--- src/rtl/wav_header_parser_core_macros.svh ---
// assertion macros for the wav header parser
`ifndef WAV_HEADER_PARSER_CORE_MACROS_SVH
`define WAV_HEADER_PARSER_CORE_MACROS_SVH

// property checked on every rising edge of clk_i outside reset
`define WAVHP_ASSERT(lbl, prop, msg) \
  lbl: assert property (@(posedge clk_i) disable iff (!rst_ni) (prop)) else $error(msg);

// expression that must never hold
`define WAVHP_ASSERT_NEVER(lbl, expr, msg) \
  `WAVHP_ASSERT(lbl, !(expr), msg)

`endif

--- src/rtl/wavhp_pkg.sv ---
// types and constants shared by the wav header parser modules
package wavhp_pkg;

  localparam int unsigned PosW = 4;

  localparam logic [31:0] TagRiff = 32'h5249_4646;
  localparam logic [31:0] TagWave = 32'h5741_5645;
  localparam logic [31:0] TagFmt  = 32'h666D_7420;
  localparam logic [31:0] TagData = 32'h6461_7461;

  localparam logic [31:0] FmtMin = 32'd16;

  localparam logic [PosW-1:0] PosTagLast    = 4'd3;
  localparam logic [PosW-1:0] PosFieldsLast = 4'd15;

  typedef enum logic [3:0] {
    PhIdle,
    PhRiff,
    PhRsize,
    PhWave,
    PhFmtTag,
    PhFmtSize,
    PhFields,
    PhSkip,
    PhDataTag,
    PhDataSize,
    PhData
  } phase_e;

  typedef enum logic [1:0] {
    KindHeader = 2'd0,
    KindSample = 2'd1,
    KindError  = 2'd2
  } kind_e;

  typedef enum logic [2:0] {
    ErrNone     = 3'd0,
    ErrRiff     = 3'd1,
    ErrWave     = 3'd2,
    ErrFmtTag   = 3'd3,
    ErrDataTag  = 3'd4,
    ErrFmtShort = 3'd5
  } err_e;

  typedef struct packed {
    logic [7:0] byte_value;
    logic       start_of_file;
  } item_t;

  typedef struct packed {
    kind_e       kind;
    logic [15:0] audio_format;
    logic [15:0] num_channels;
    logic [31:0] sample_rate;
    logic [31:0] byte_rate;
    logic [15:0] block_align;
    logic [15:0] bits_per_sample;
    logic [31:0] data_size;
    logic [7:0]  sample_byte;
    logic        frame_end;
    logic        last_data;
    err_e        error_code;
  } res_t;

endpackage

--- src/rtl/wavhp_if.sv ---
// input and result channel interfaces of the wav header parser
interface wavhp_in_if;
  logic       valid;
  logic       ready;
  logic [7:0] byte_value;
  logic       start_of_file;

  modport source (output valid, output byte_value, output start_of_file, input ready);
  modport sink (input valid, input byte_value, input start_of_file, output ready);
endinterface

interface wavhp_out_if;
  logic        valid;
  logic        ready;
  logic [1:0]  kind;
  logic [15:0] audio_format;
  logic [15:0] num_channels;
  logic [31:0] sample_rate;
  logic [31:0] byte_rate;
  logic [15:0] block_align;
  logic [15:0] bits_per_sample;
  logic [31:0] data_size;
  logic [7:0]  sample_byte;
  logic        frame_end;
  logic        last_data;
  logic [2:0]  error_code;

  modport source (
    output valid, output kind, output audio_format, output num_channels,
    output sample_rate, output byte_rate, output block_align,
    output bits_per_sample, output data_size, output sample_byte,
    output frame_end, output last_data, output error_code, input ready
  );
  modport sink (
    input valid, input kind, input audio_format, input num_channels,
    input sample_rate, input byte_rate, input block_align,
    input bits_per_sample, input data_size, input sample_byte,
    input frame_end, input last_data, input error_code, output ready
  );
endinterface

--- src/rtl/wavhp_in_stage.sv ---
// input register stage of the wav header parser
module wavhp_in_stage (
  input  logic              clk_i,
  input  logic              rst_ni,
  wavhp_in_if.sink          in_i,
  input  logic              advance_i,
  output wavhp_pkg::item_t  item_o,
  output logic              valid_o
);

  wavhp_pkg::item_t item_q;
  logic             valid_q;
  logic             ready;

  assign ready    = !valid_q || advance_i;
  assign in_i.ready = ready;
  assign item_o   = item_q;
  assign valid_o  = valid_q;

  always_ff @(posedge clk_i or negedge rst_ni) begin
    if (!rst_ni) begin
      valid_q <= 1'b0;
    end else if (ready) begin
      valid_q <= in_i.valid;
    end
  end

  always_ff @(posedge clk_i) begin
    if (ready && in_i.valid) begin
      item_q.byte_value    <= in_i.byte_value;
      item_q.start_of_file <= in_i.start_of_file;
    end
  end

endmodule

--- src/rtl/wavhp_parse.sv ---
// parse state and per-byte decode of the wav header parser
module wavhp_parse (
  input  logic             clk_i,
  input  logic             rst_ni,
  input  logic             step_i,
  input  wavhp_pkg::item_t item_i,
  output logic             res_valid_o,
  output wavhp_pkg::res_t  res_o
);

  wavhp_pkg::phase_e                phase_q, phase_d;
  logic [wavhp_pkg::PosW-1:0]       pos_q, pos_d;
  logic [31:0]                      tag_q, tag_d;
  logic [31:0]                      fmt_len_q, fmt_len_d;
  logic [15:0]                      format_q, format_d;
  logic [15:0]                      chans_q, chans_d;
  logic [31:0]                      srate_q, srate_d;
  logic [31:0]                      brate_q, brate_d;
  logic [15:0]                      align_q, align_d;
  logic [15:0]                      bits_q, bits_d;
  logic [31:0]                      remain_q, remain_d;
  logic [15:0]                      fcnt_q, fcnt_d;

  always_comb begin
    wavhp_pkg::phase_e          ph;
    logic [wavhp_pkg::PosW-1:0] pos;
    logic [31:0]                tag;
    logic [31:0]                shifted;
    logic [31:0]                le;
    logic [31:0]                want;
    wavhp_pkg::phase_e          ok_phase;
    wavhp_pkg::err_e            code;
    logic [15:0]                cnt;

    ph      = item_i.start_of_file ? wavhp_pkg::PhRiff : phase_q;
    pos     = item_i.start_of_file ? '0 : pos_q;
    tag     = item_i.start_of_file ? '0 : tag_q;
    shifted = {tag[23:0], item_i.byte_value};
    le      = {item_i.byte_value, tag[31:8]};
    cnt     = fcnt_q + 16'd1;

    phase_d   = ph;
    pos_d     = pos;
    tag_d     = tag;
    fmt_len_d = fmt_len_q;
    format_d  = format_q;
    chans_d   = chans_q;
    srate_d   = srate_q;
    brate_d   = brate_q;
    align_d   = align_q;
    bits_d    = bits_q;
    remain_d  = remain_q;
    fcnt_d    = fcnt_q;

    res_valid_o = 1'b0;
    res_o       = '0;

    case (ph)
      wavhp_pkg::PhRiff: begin
        want = wavhp_pkg::TagRiff; ok_phase = wavhp_pkg::PhRsize; code = wavhp_pkg::ErrRiff;
      end
      wavhp_pkg::PhWave: begin
        want = wavhp_pkg::TagWave; ok_phase = wavhp_pkg::PhFmtTag; code = wavhp_pkg::ErrWave;
      end
      wavhp_pkg::PhFmtTag: begin
        want = wavhp_pkg::TagFmt; ok_phase = wavhp_pkg::PhFmtSize; code = wavhp_pkg::ErrFmtTag;
      end
      default: begin
        want = wavhp_pkg::TagData; ok_phase = wavhp_pkg::PhDataSize;
        code = wavhp_pkg::ErrDataTag;
      end
    endcase

    case (ph)
      wavhp_pkg::PhRiff, wavhp_pkg::PhWave, wavhp_pkg::PhFmtTag,
      wavhp_pkg::PhDataTag: begin
        tag_d = shifted;
        pos_d = pos + 4'd1;
        if (pos == wavhp_pkg::PosTagLast) begin
          pos_d = '0;
          tag_d = '0;
          if (shifted != want) begin
            res_valid_o      = 1'b1;
            res_o.kind       = wavhp_pkg::KindError;
            res_o.error_code = code;
            phase_d          = wavhp_pkg::PhIdle;
          end else begin
            phase_d = ok_phase;
          end
        end
      end
      wavhp_pkg::PhRsize: begin
        pos_d = pos + 4'd1;
        if (pos == wavhp_pkg::PosTagLast) begin
          pos_d   = '0;
          tag_d   = '0;
          phase_d = wavhp_pkg::PhWave;
        end
      end
      wavhp_pkg::PhFmtSize: begin
        tag_d = le;
        pos_d = pos + 4'd1;
        if (pos == wavhp_pkg::PosTagLast) begin
          pos_d = '0;
          tag_d = '0;
          if (le < wavhp_pkg::FmtMin) begin
            res_valid_o      = 1'b1;
            res_o.kind       = wavhp_pkg::KindError;
            res_o.error_code = wavhp_pkg::ErrFmtShort;
            phase_d          = wavhp_pkg::PhIdle;
          end else begin
            fmt_len_d = le - wavhp_pkg::FmtMin;
            phase_d   = wavhp_pkg::PhFields;
          end
        end
      end
      wavhp_pkg::PhFields: begin
        tag_d = le;
        pos_d = pos + 4'd1;
        case (pos)
          4'd1:    format_d = le[31:16];
          4'd3:    chans_d  = le[31:16];
          4'd7:    srate_d  = le;
          4'd11:   brate_d  = le;
          4'd13:   align_d  = le[31:16];
          4'd15:   bits_d   = le[31:16];
          default: ;
        endcase
        if (pos == wavhp_pkg::PosFieldsLast) begin
          pos_d   = '0;
          tag_d   = '0;
          phase_d = (fmt_len_q != '0) ? wavhp_pkg::PhSkip : wavhp_pkg::PhDataTag;
        end
      end
      wavhp_pkg::PhSkip: begin
        fmt_len_d = fmt_len_q - 32'd1;
        if (fmt_len_q == 32'd1) begin
          pos_d   = '0;
          tag_d   = '0;
          phase_d = wavhp_pkg::PhDataTag;
        end
      end
      wavhp_pkg::PhDataSize: begin
        tag_d = le;
        pos_d = pos + 4'd1;
        if (pos == wavhp_pkg::PosTagLast) begin
          pos_d                 = '0;
          tag_d                 = '0;
          remain_d              = le;
          fcnt_d                = '0;
          res_valid_o           = 1'b1;
          res_o.kind            = wavhp_pkg::KindHeader;
          res_o.audio_format    = format_q;
          res_o.num_channels    = chans_q;
          res_o.sample_rate     = srate_q;
          res_o.byte_rate       = brate_q;
          res_o.block_align     = align_q;
          res_o.bits_per_sample = bits_q;
          res_o.data_size       = le;
          res_o.last_data       = (le == '0);
          phase_d               = (le == '0) ? wavhp_pkg::PhIdle : wavhp_pkg::PhData;
        end
      end
      wavhp_pkg::PhData: begin
        res_valid_o       = 1'b1;
        res_o.kind        = wavhp_pkg::KindSample;
        res_o.sample_byte = item_i.byte_value;
        fcnt_d            = cnt;
        if (align_q != '0 && cnt == align_q) begin
          res_o.frame_end = 1'b1;
          fcnt_d          = '0;
        end
        remain_d = remain_q - 32'd1;
        if (remain_q == 32'd1) begin
          res_o.last_data = 1'b1;
          pos_d           = '0;
          tag_d           = '0;
          phase_d         = wavhp_pkg::PhIdle;
        end
      end
      default: ;
    endcase
  end

  always_ff @(posedge clk_i or negedge rst_ni) begin
    if (!rst_ni) begin
      phase_q   <= wavhp_pkg::PhIdle;
      pos_q     <= '0;
      tag_q     <= '0;
      fmt_len_q <= '0;
      format_q  <= '0;
      chans_q   <= '0;
      srate_q   <= '0;
      brate_q   <= '0;
      align_q   <= '0;
      bits_q    <= '0;
      remain_q  <= '0;
      fcnt_q    <= '0;
    end else if (step_i) begin
      phase_q   <= phase_d;
      pos_q     <= pos_d;
      tag_q     <= tag_d;
      fmt_len_q <= fmt_len_d;
      format_q  <= format_d;
      chans_q   <= chans_d;
      srate_q   <= srate_d;
      brate_q   <= brate_d;
      align_q   <= align_d;
      bits_q    <= bits_d;
      remain_q  <= remain_d;
      fcnt_q    <= fcnt_d;
    end
  end

endmodule

--- src/rtl/wav_header_parser_core.sv ---
// top level of the wav header parser: input stage, parser and result register
//
//   channel  dir  payload                                   handshake
//   in_i     in   byte_value, start_of_file                 valid/ready
//   out_o    out  kind, fmt fields, data_size, sample_byte,  valid/ready
//                 frame_end, last_data, error_code
//
// one byte per cycle sustained while the result channel is not stalled; a result is
// registered into the result register through the input register and one decode step
// the parse state updates once per item in the decode step, which sets the rate
// reset clears the parse state to idle and empties both registers
// a stalled result holds the decode step; bytes with no result still wait for it
`include "wav_header_parser_core_macros.svh"

module wav_header_parser_core (
  input  logic        clk_i,
  input  logic        rst_ni,
  wavhp_in_if.sink    in_i,
  wavhp_out_if.source out_o
);

  wavhp_pkg::item_t item;
  logic             item_valid;
  logic             advance;
  logic             res_valid;
  wavhp_pkg::res_t  res;
  wavhp_pkg::res_t  out_q;
  logic             out_valid_q;
  logic             out_err_no_code;
  logic             out_end_other;

  assign advance = item_valid && (!out_valid_q || out_o.ready);

  wavhp_in_stage u_in_stage (
    .clk_i     (clk_i),
    .rst_ni    (rst_ni),
    .in_i      (in_i),
    .advance_i (advance),
    .item_o    (item),
    .valid_o   (item_valid)
  );

  wavhp_parse u_parse (
    .clk_i       (clk_i),
    .rst_ni      (rst_ni),
    .step_i      (advance),
    .item_i      (item),
    .res_valid_o (res_valid),
    .res_o       (res)
  );

  always_ff @(posedge clk_i or negedge rst_ni) begin
    if (!rst_ni) begin
      out_valid_q <= 1'b0;
    end else if (advance) begin
      out_valid_q <= res_valid;
    end else if (out_o.ready) begin
      out_valid_q <= 1'b0;
    end
  end

  always_ff @(posedge clk_i) begin
    if (advance && res_valid) begin
      out_q <= res;
    end
  end

  assign out_o.valid           = out_valid_q;
  assign out_o.kind            = out_q.kind;
  assign out_o.audio_format    = out_q.audio_format;
  assign out_o.num_channels    = out_q.num_channels;
  assign out_o.sample_rate     = out_q.sample_rate;
  assign out_o.byte_rate       = out_q.byte_rate;
  assign out_o.block_align     = out_q.block_align;
  assign out_o.bits_per_sample = out_q.bits_per_sample;
  assign out_o.data_size       = out_q.data_size;
  assign out_o.sample_byte     = out_q.sample_byte;
  assign out_o.frame_end       = out_q.frame_end;
  assign out_o.last_data       = out_q.last_data;
  assign out_o.error_code      = out_q.error_code;

  assign out_err_no_code = out_valid_q && (out_q.kind == wavhp_pkg::KindError) &&
                           (out_q.error_code == wavhp_pkg::ErrNone);
  assign out_end_other   = out_valid_q && out_q.frame_end &&
                           (out_q.kind != wavhp_pkg::KindSample);

  `WAVHP_ASSERT(a_ready_when_empty, !out_valid_q |-> in_i.ready, "input stalled while empty")
  `WAVHP_ASSERT_NEVER(a_error_has_code, out_err_no_code, "error item without a code")
  `WAVHP_ASSERT_NEVER(a_frame_end_sample, out_end_other, "frame end on a non-sample item")

endmodule

--- src/flat_wrapper.sv ---
// flat-port wrapper written by rule: the top's interface ports become plain ports
module wav_header_parser_core_flat 
  (clk_i, rst_ni, in_i_valid, in_i_byte_value, in_i_start_of_file, in_i_ready, out_o_valid, out_o_kind, out_o_audio_format, out_o_num_channels, out_o_sample_rate, out_o_byte_rate, out_o_block_align, out_o_bits_per_sample, out_o_data_size, out_o_sample_byte, out_o_frame_end, out_o_last_data, out_o_error_code, out_o_ready);
  wavhp_in_if in_i_i ();
  wavhp_out_if out_o_i ();
  input  logic clk_i;
  input  logic rst_ni;
  input wire logic [$bits(in_i_i.valid)-1:0] in_i_valid;
  input wire logic [$bits(in_i_i.byte_value)-1:0] in_i_byte_value;
  input wire logic [$bits(in_i_i.start_of_file)-1:0] in_i_start_of_file;
  output wire logic [$bits(in_i_i.ready)-1:0] in_i_ready;
  output wire logic [$bits(out_o_i.valid)-1:0] out_o_valid;
  output wire logic [$bits(out_o_i.kind)-1:0] out_o_kind;
  output wire logic [$bits(out_o_i.audio_format)-1:0] out_o_audio_format;
  output wire logic [$bits(out_o_i.num_channels)-1:0] out_o_num_channels;
  output wire logic [$bits(out_o_i.sample_rate)-1:0] out_o_sample_rate;
  output wire logic [$bits(out_o_i.byte_rate)-1:0] out_o_byte_rate;
  output wire logic [$bits(out_o_i.block_align)-1:0] out_o_block_align;
  output wire logic [$bits(out_o_i.bits_per_sample)-1:0] out_o_bits_per_sample;
  output wire logic [$bits(out_o_i.data_size)-1:0] out_o_data_size;
  output wire logic [$bits(out_o_i.sample_byte)-1:0] out_o_sample_byte;
  output wire logic [$bits(out_o_i.frame_end)-1:0] out_o_frame_end;
  output wire logic [$bits(out_o_i.last_data)-1:0] out_o_last_data;
  output wire logic [$bits(out_o_i.error_code)-1:0] out_o_error_code;
  input wire logic [$bits(out_o_i.ready)-1:0] out_o_ready;
  assign in_i_i.valid = in_i_valid;
  assign in_i_i.byte_value = in_i_byte_value;
  assign in_i_i.start_of_file = in_i_start_of_file;
  assign in_i_ready = in_i_i.ready;
  assign out_o_valid = out_o_i.valid;
  assign out_o_kind = out_o_i.kind;
  assign out_o_audio_format = out_o_i.audio_format;
  assign out_o_num_channels = out_o_i.num_channels;
  assign out_o_sample_rate = out_o_i.sample_rate;
  assign out_o_byte_rate = out_o_i.byte_rate;
  assign out_o_block_align = out_o_i.block_align;
  assign out_o_bits_per_sample = out_o_i.bits_per_sample;
  assign out_o_data_size = out_o_i.data_size;
  assign out_o_sample_byte = out_o_i.sample_byte;
  assign out_o_frame_end = out_o_i.frame_end;
  assign out_o_last_data = out_o_i.last_data;
  assign out_o_error_code = out_o_i.error_code;
  assign out_o_i.ready = out_o_ready;
  wav_header_parser_core u_core (.clk_i(clk_i), .rst_ni(rst_ni), .in_i(in_i_i), .out_o(out_o_i));
endmodule
--- config.mk ---
export PLATFORM = sky130hd
export DESIGN_NAME = wav_header_parser_core_flat
export DESIGN_NICKNAME = d
export VERILOG_FILES = /design/src/rtl/wavhp_pkg.sv /design/src/rtl/wavhp_if.sv /design/src/rtl/wavhp_in_stage.sv /design/src/rtl/wavhp_parse.sv /design/src/rtl/wav_header_parser_core.sv /design/src/flat_wrapper.sv
export VERILOG_INCLUDE_DIRS = /design/src /design/src/rtl
export SDC_FILE = /design/constraint.sdc
export NUM_CORES = 1
export LEC_CHECK = 0
export CORE_MARGIN = 3
export CORE_UTILIZATION = 44
export CTS_CLUSTER_DIAMETER = 120
export CTS_CLUSTER_SIZE = 40
export DETAILED_ROUTE_END_ITERATION = 6
export DONT_BUFFER_PORTS = 1
export REMOVE_ABC_BUFFERS = 1
export SLEW_MARGIN = 15
export SYNTH_ARGS = -nofsm -noshare
export SYNTH_HDL_FRONTEND = slang
export SYNTH_SLANG_ARGS = --single-unit
--- constraint.sdc ---
create_clock -name clk_i -period 16.7 [get_ports clk_i]
set_input_delay 2.505 -clock clk_i [delete_from_list [all_inputs] [get_ports clk_i]]
set_output_delay 2.505 -clock clk_i [all_outputs]
set_load 0.1 [all_outputs]
# Word level (Yosys, flattened, before mapping)
# Cells that the tools add are included.
[classes] addsub=5 n_mul=0 div=0 n_lt_le_gt_ge=1 eq_ne=23 shift=0 mux=60 bitwise_logic=0 reduce_logical=26
[ops] op="$mux W32" count=10
[ops] op="$pmux W32 S6" count=1
[ops] op="$pmux W32 S2" count=2
[ops] op="$pmux W30 S3" count=1
[ops] op="$eq A32 B1 Y1 const B" count=2
[ops] op="$mux W4" count=16
[ops] op="$sub A32 B1 Y32 const B" count=2
[ops] op="$logic_not A32 Y1" count=1
[ops] op="$lt A32 B5 Y1 const B" count=1
[ops] op="$mux W16" count=2
[ops] op="$ne A32 B32 Y1" count=1
[ops] op="$pmux W16 S2" count=1
[ops] op="$reduce_bool A32 Y1" count=1
[ops] op="$sub A32 B5 Y32 const B" count=1
[ops] op="$pmux W4 S7" count=1
[ops] op="$eq A4 B4 Y1 const B" count=6
[ops] op="$reduce_and A3 Y1" count=7
[ops] op="$eq A4 B3 Y1 const B" count=5
[ops] op="$add A16 B1 Y16 const B" count=1
[ops] op="$eq A16 B16 Y1" count=1
[ops] op="$pmux W4 S4" count=1
[ops] op="$reduce_bool A16 Y1" count=1
[ops] op="$mux W3" count=5
[ops] op="$eq A4 B2 Y1 const B" count=3
[ops] op="other kinds (20)" count=42
[totals] reg_bits=434 latchBits=0 mem_bits_rw=0 romBits=0 inputBits=13 out_inout_bits=177 wordCells=143 mem_count=0

# Logic depth before layout (Yosys ltp)
[depth] word_depth=8 depth_mapped=17 mapped_depth_nobuf=10

# Modules after synthesis
# From an unflattened synthesis, not the netlist that was laid out.
[unflattened] cells_unflattened=1950 hier_area_um2=20410.8
[modules_own_cells] module="wavhp_parse" instances=1 cells_per_inst=1756 area_each_um2=14762.9 seq_area_each_um2=6206.0
[modules_own_cells] module="wav_header_parser_core" instances=1 cells_per_inst=181 area_each_um2=5323.9 seq_area_each_um2=5280.1
[modules_own_cells] module="wavhp_in_stage" instances=1 cells_per_inst=13 area_each_um2=324.1 seq_area_each_um2=295.3

# Least setup slack after synthesis
# OpenSTA, ideal clock, no wires.
[synth_path] kind="register -> register" startpoint="register u_core.u_in_stage.item_q (netlist bit u_core.u_in_stage.item_o[0])" endpoint="register u_core.out_q (netlist bit u_core.out_o.audio_format[0]), enable pin" setup_ps=804 t_arrival_ps=11986 required_ps=15896 path_slack_ps=3909 path_stages_with_launch=13 path_buffers=5 period_less_slack_ps=12791 cell_sequence="edfxtp_1 buf_2 clkbuf_1 clkbuf_1 clkbuf_1 nor2b_1 inv_1 ha_1 o21ai_0 or4_1 buf_2 or3_1 a41oi_1"
[synth_via] elab_chain_len=8 word_cells_on_any_way=22 cone_classes="1 x order compare; 9 x eq/ne; 10 x mux; 2 x reduce/logical"
[synth_lines] element="from (decl)" line_no="wavhp_in_stage.sv:11" text="wavhp_pkg::item_t item_q;"
[synth_lines] element="branches (longest 6 deep; another with $lt A32 B5 Y1)"
[synth_lines] element="$pmux W1 S4 *" line_no="wavhp_parse.sv:74" text="case (ph)"
[synth_lines] element="$logic_and A1 B1 Y1 *" line_no="wav_header_parser_core.sv:63" text="if (advance && res_valid) begin"
[synth_lines] element="to (signal assigned)" line_no="wav_header_parser_core.sv:64" text="out_q <= res;"
[synth_lines] element="to (decl)" line_no="wav_header_parser_core.sv:27" text="wavhp_pkg::res_t out_q;"
# Every way passes the cells marked *.
# A chain may end at the register's enable or synchronous reset.

# Final worst setup path
[layout_path] startpoint="input out_o_ready" endpoint="output in_i_ready"
[layout_via] elab_chain_len=3
[layout_lines] element="from (decl)" line_no="flat_wrapper.sv:25" text="input wire logic [$bits(out_o_i.ready)-1:0] out_o_ready;"
[layout_lines] element="$logic_or A1 B1 Y1" line_no="wav_header_parser_core.sv:32" text="assign advance = item_valid && (!out_valid_q || out_o.ready);"
[layout_lines] element="$logic_and A1 B1 Y1" line_no="wav_header_parser_core.sv:32"
[layout_lines] element="$logic_or A1 B1 Y1" line_no="wavhp_in_stage.sv:15" text="assign ready = !valid_q || advance_i;"
[layout_lines] element="to (decl)" line_no="flat_wrapper.sv:11" text="output wire logic [$bits(in_i_i.ready)-1:0] in_i_ready;"
# Every way passes these cells.

==> metrics.yaml <==
status: "complete, but fails checks"
violations: "design-rule violations"
slowest_delay_ns: 0.60
die_w_um: 222
nets: 1897
cts_tree: "done"
worstMarginPinSlew_ns: 1.22
clockRootBuffer: "clkbuf_16"
antenna_cells: 0
worstReg2RegEnd: "u_core.out_o.data_size[3]"
cp_max_fo: 3
gp_congestion: 0.943
cts-resized-gates: 0
r2r-start: "u_core.u_in_stage.item_o[0]"
p_int_w: 0.00174
crit_end: "in_i_ready"
firstDrtPassIters: 7
rr_worst_depth: 12
grt-ovfl-total: 0
fin_skew_ns: 0.0279
required_ns: 14.20
async_reset_ff_share_pct: 57.6
grt_pass1_wl_mm: 90.4
drc: 1
p_switching_w: 0.00128
power.ir.vdd_worst_v: 0.0000669
crit_cells: 2
critPathBufInv: 0
drtIter0Drc: 1948
dieArea_mm2: 0.0494
hold_path.class: "reg2reg"
synth-edff-count: 184
wirelength_mm: 58.3
yosys-top-cells-area: "dfrtp_1, edfxtp_1, o21ai_0"
clk_pin_slew_worst_paths_ns: 0.13
vias: 15600
avgSynthCellArea_um2: 10.3
dp_hpwl_mm: 36.4
track_usage_pct: 23.0
synthDistinctLibCells: 78
finalSetupViolCount: 0
netlist_area_mm2: 0.0206
maxCapViolations: 0
ys_seq_area_share_pct: 57.3
tns_ns: 0
p_seq_share_pct: 56.1
initial_utilization_pct: 44.9
grt_pass1_vias: 14800
crit_path_start: "out_o_ready"
ant_nets: 0
numCtsBuffers: 16
period_share_pct: 34.4
pwr-share-clk_pct: 18.6
syn_inst: 1987
period_needed_ns: 5.75
synth-seq-cells: 434
final_cell_mix: "dfrtp_1, nand2_1, o21ai_0"
yosysTopAreaCellShare_pct: 30.4
p_sw_share_pct: 42.5
syn2layout_area_growth_pct: 4.70
drive_gt1_share_pct: 7.00
cpMaxStageDelayCell: "nand2_1"
rsz0062_at_grt: "false"
grt_max_degree: 251
path_class: "in2out"
portBuffers: 0
yosys_warnings: 0
wl_per_cell_um: 23.4
pin_count: 190
arrival_ns: 3.25
antenna_found_initial: 1
leakage_nw: 8.47
cts_sinks: 434
ys.flop_type: "dfrtp_1"
die_height_um: 222
worst_slack_ns: 10.95
clk_latency_ns: 0.57
path_cells: "nor2b_1 > nand2_1"
hold_violations: 0
clockBufferDepth: 3
p_comb_share_pct: 25.2
regToRegSetupSlack_ns: 11.32
rows: 78
post-place-ws_ns: 10.93
relSlewSlack_pct: 18.8
cp_top_family: "simple AND/OR/NAND/NOR gates"
via_per_inst: 6.26
slew_viol_final: 0
final_common_cell: "dfrtp_1"
fmax_mhz: 174
cts-hold-fix-buffers: 0
worstSetupStartpointType: "input pin"
worstSetupEndpointType: "output pin"
htreeDepth: 1
core_area_mm2: 0.0458
yosysTopAreaCell: "dfrtp_1"
powerDensity_mw_per_mm2: 140
post-cts-setup-buffers: 0
-- power by group through the flow --
stage | registers, W | logic (W) | clock network (W)
2_1_floorplan | 0.00166 | 0.000526 | 0
3_5_place_dp | 0.00171 | 0.000749 | 0
5_1_grt | 0.00172 | 0.000842 | 0.000613
4_1_cts | 0.00169 | 0.000751 | 0.000577
3_3_place_gp | 0.00170 | 0.000732 | 0
6_report | 0.00170 | 0.000762 | 0.000563
-- layout make-up --
type / instances / area (µm²)
sequential: 434 / 11800
inverter: 26 / 97.6
fill: 4196 / 24200
multi-input combinational: 1366 / 8100
clock buffer: 23 / 448
tap: 600 / 751
timing repair buffer: 32 / 240
clock inverter: 5 / 113
-- cell families after synthesis --
logic type / share of synthesized area (%)
AO/OA/AOI/OAI: 15.1
multiplexers: 3.16
XOR/XNOR: 1.75
AND/OR/NAND/NOR: 18.6
flip-flops: 57.3
adder cells (fa/ha/maj): 0.487
buffers and inverters: 3.61
-- through the flow --
step / power, W / cell area (µm²) / cells / hold WS (ns) / utilization, %
CTS: 0.00302 / 21500 / 2486 / 0.492 / 47.0
floorplan: 0.00219 / 19900 / 1826 / 0.442 / -
global placement: 0.00243 / 21000 / 2458 / 0.454 / 45.8
global route: 0.00318 / 21500 / 2486 / 0.512 / 47.0
detailed placement: 0.00246 / 21000 / 2458 / 0.461 / 45.8
finish: 0.00302 / 21500 / 2486 / 0.487 / 47.0
-- cell usage after synthesis (all sizes together), types with 8 or more instances --
cell type	instances
dfrtp	250
o22ai	37
inv	25
nor2b	28
or4	9
a31oi	15
or2	9
xnor2	31
nand3	45
o221ai	16
nand2	199
and3	142
a22o	9
xor2	10
nor4	36
mux2i	11
or3	14
nand2b	13
nor2	161
a22oi	13
ha	8
o21ai	207
mux2	48
nand4	18
buf	30
a222oi	9
clkbuf	131
edfxtp	184
a211oi	8
nor3	47
and2	13
a21oi	98
-- registers in the layout (all words and copies together), names as in the netlist, 8 cells and up --
register / flops
u_core.out_o.block_align: 16
u_core.u_parse.bits_q: 16
u_core.out_o.sample_byte: 8
u_core.out_o.data_size: 32
u_core.u_parse.brate_q: 32
u_core.out_o.num_channels: 16
u_core.u_parse.srate_q: 32
u_core.out_o.sample_rate: 32
u_core.u_parse.fmt_len_q: 32
u_core.u_in_stage.item_o: 9
u_core.u_parse.format_q: 16
u_core.u_parse.tag_q: 32
u_core.u_parse.align_q: 16
u_core.u_parse.chans_q: 16
u_core.u_parse.remain_q: 32
u_core.out_o.bits_per_sample: 16
u_core.u_parse.fcnt_q: 16
u_core.out_o.byte_rate: 32
u_core.out_o.audio_format: 16
-- layer usage --
metal  share of wire [%]  vias up  global-route usage, %
met5               0.014        -                      0
met2                  45      666                   35.7
met1                  44     7763                   33.8
li1                    -     7045                      -
met4                 2.8        2                   6.40
met3                 7.7       90                   3.46
-- worst min path at each step --
| stage | startpoint | slack, ns | to | depth (start not counted) |
|---|---|---|---|---|
| finish | u_core.u_parse.srate_q[17] | 0.49 | u_core.u_parse.srate_q[17] | 2 |
| global route | u_core.u_parse.srate_q[4] | 0.51 | u_core.u_parse.srate_q[4] | 2 |
| CTS | u_core.u_parse.chans_q[5] | 0.49 | u_core.u_parse.chans_q[5] | 2 |
| detailed placement | u_core.u_parse.srate_q[6] | 0.46 | u_core.u_parse.srate_q[6] | 2 |
| global placement | u_core.u_parse.bits_q[0] | 0.45 | u_core.u_parse.bits_q[0] | 2 |
| floorplan | u_core.u_parse.bits_q[0] | 0.44 | u_core.u_parse.bits_q[0] | 2 |
Note: power is estimated with default switching activity, not from simulation.
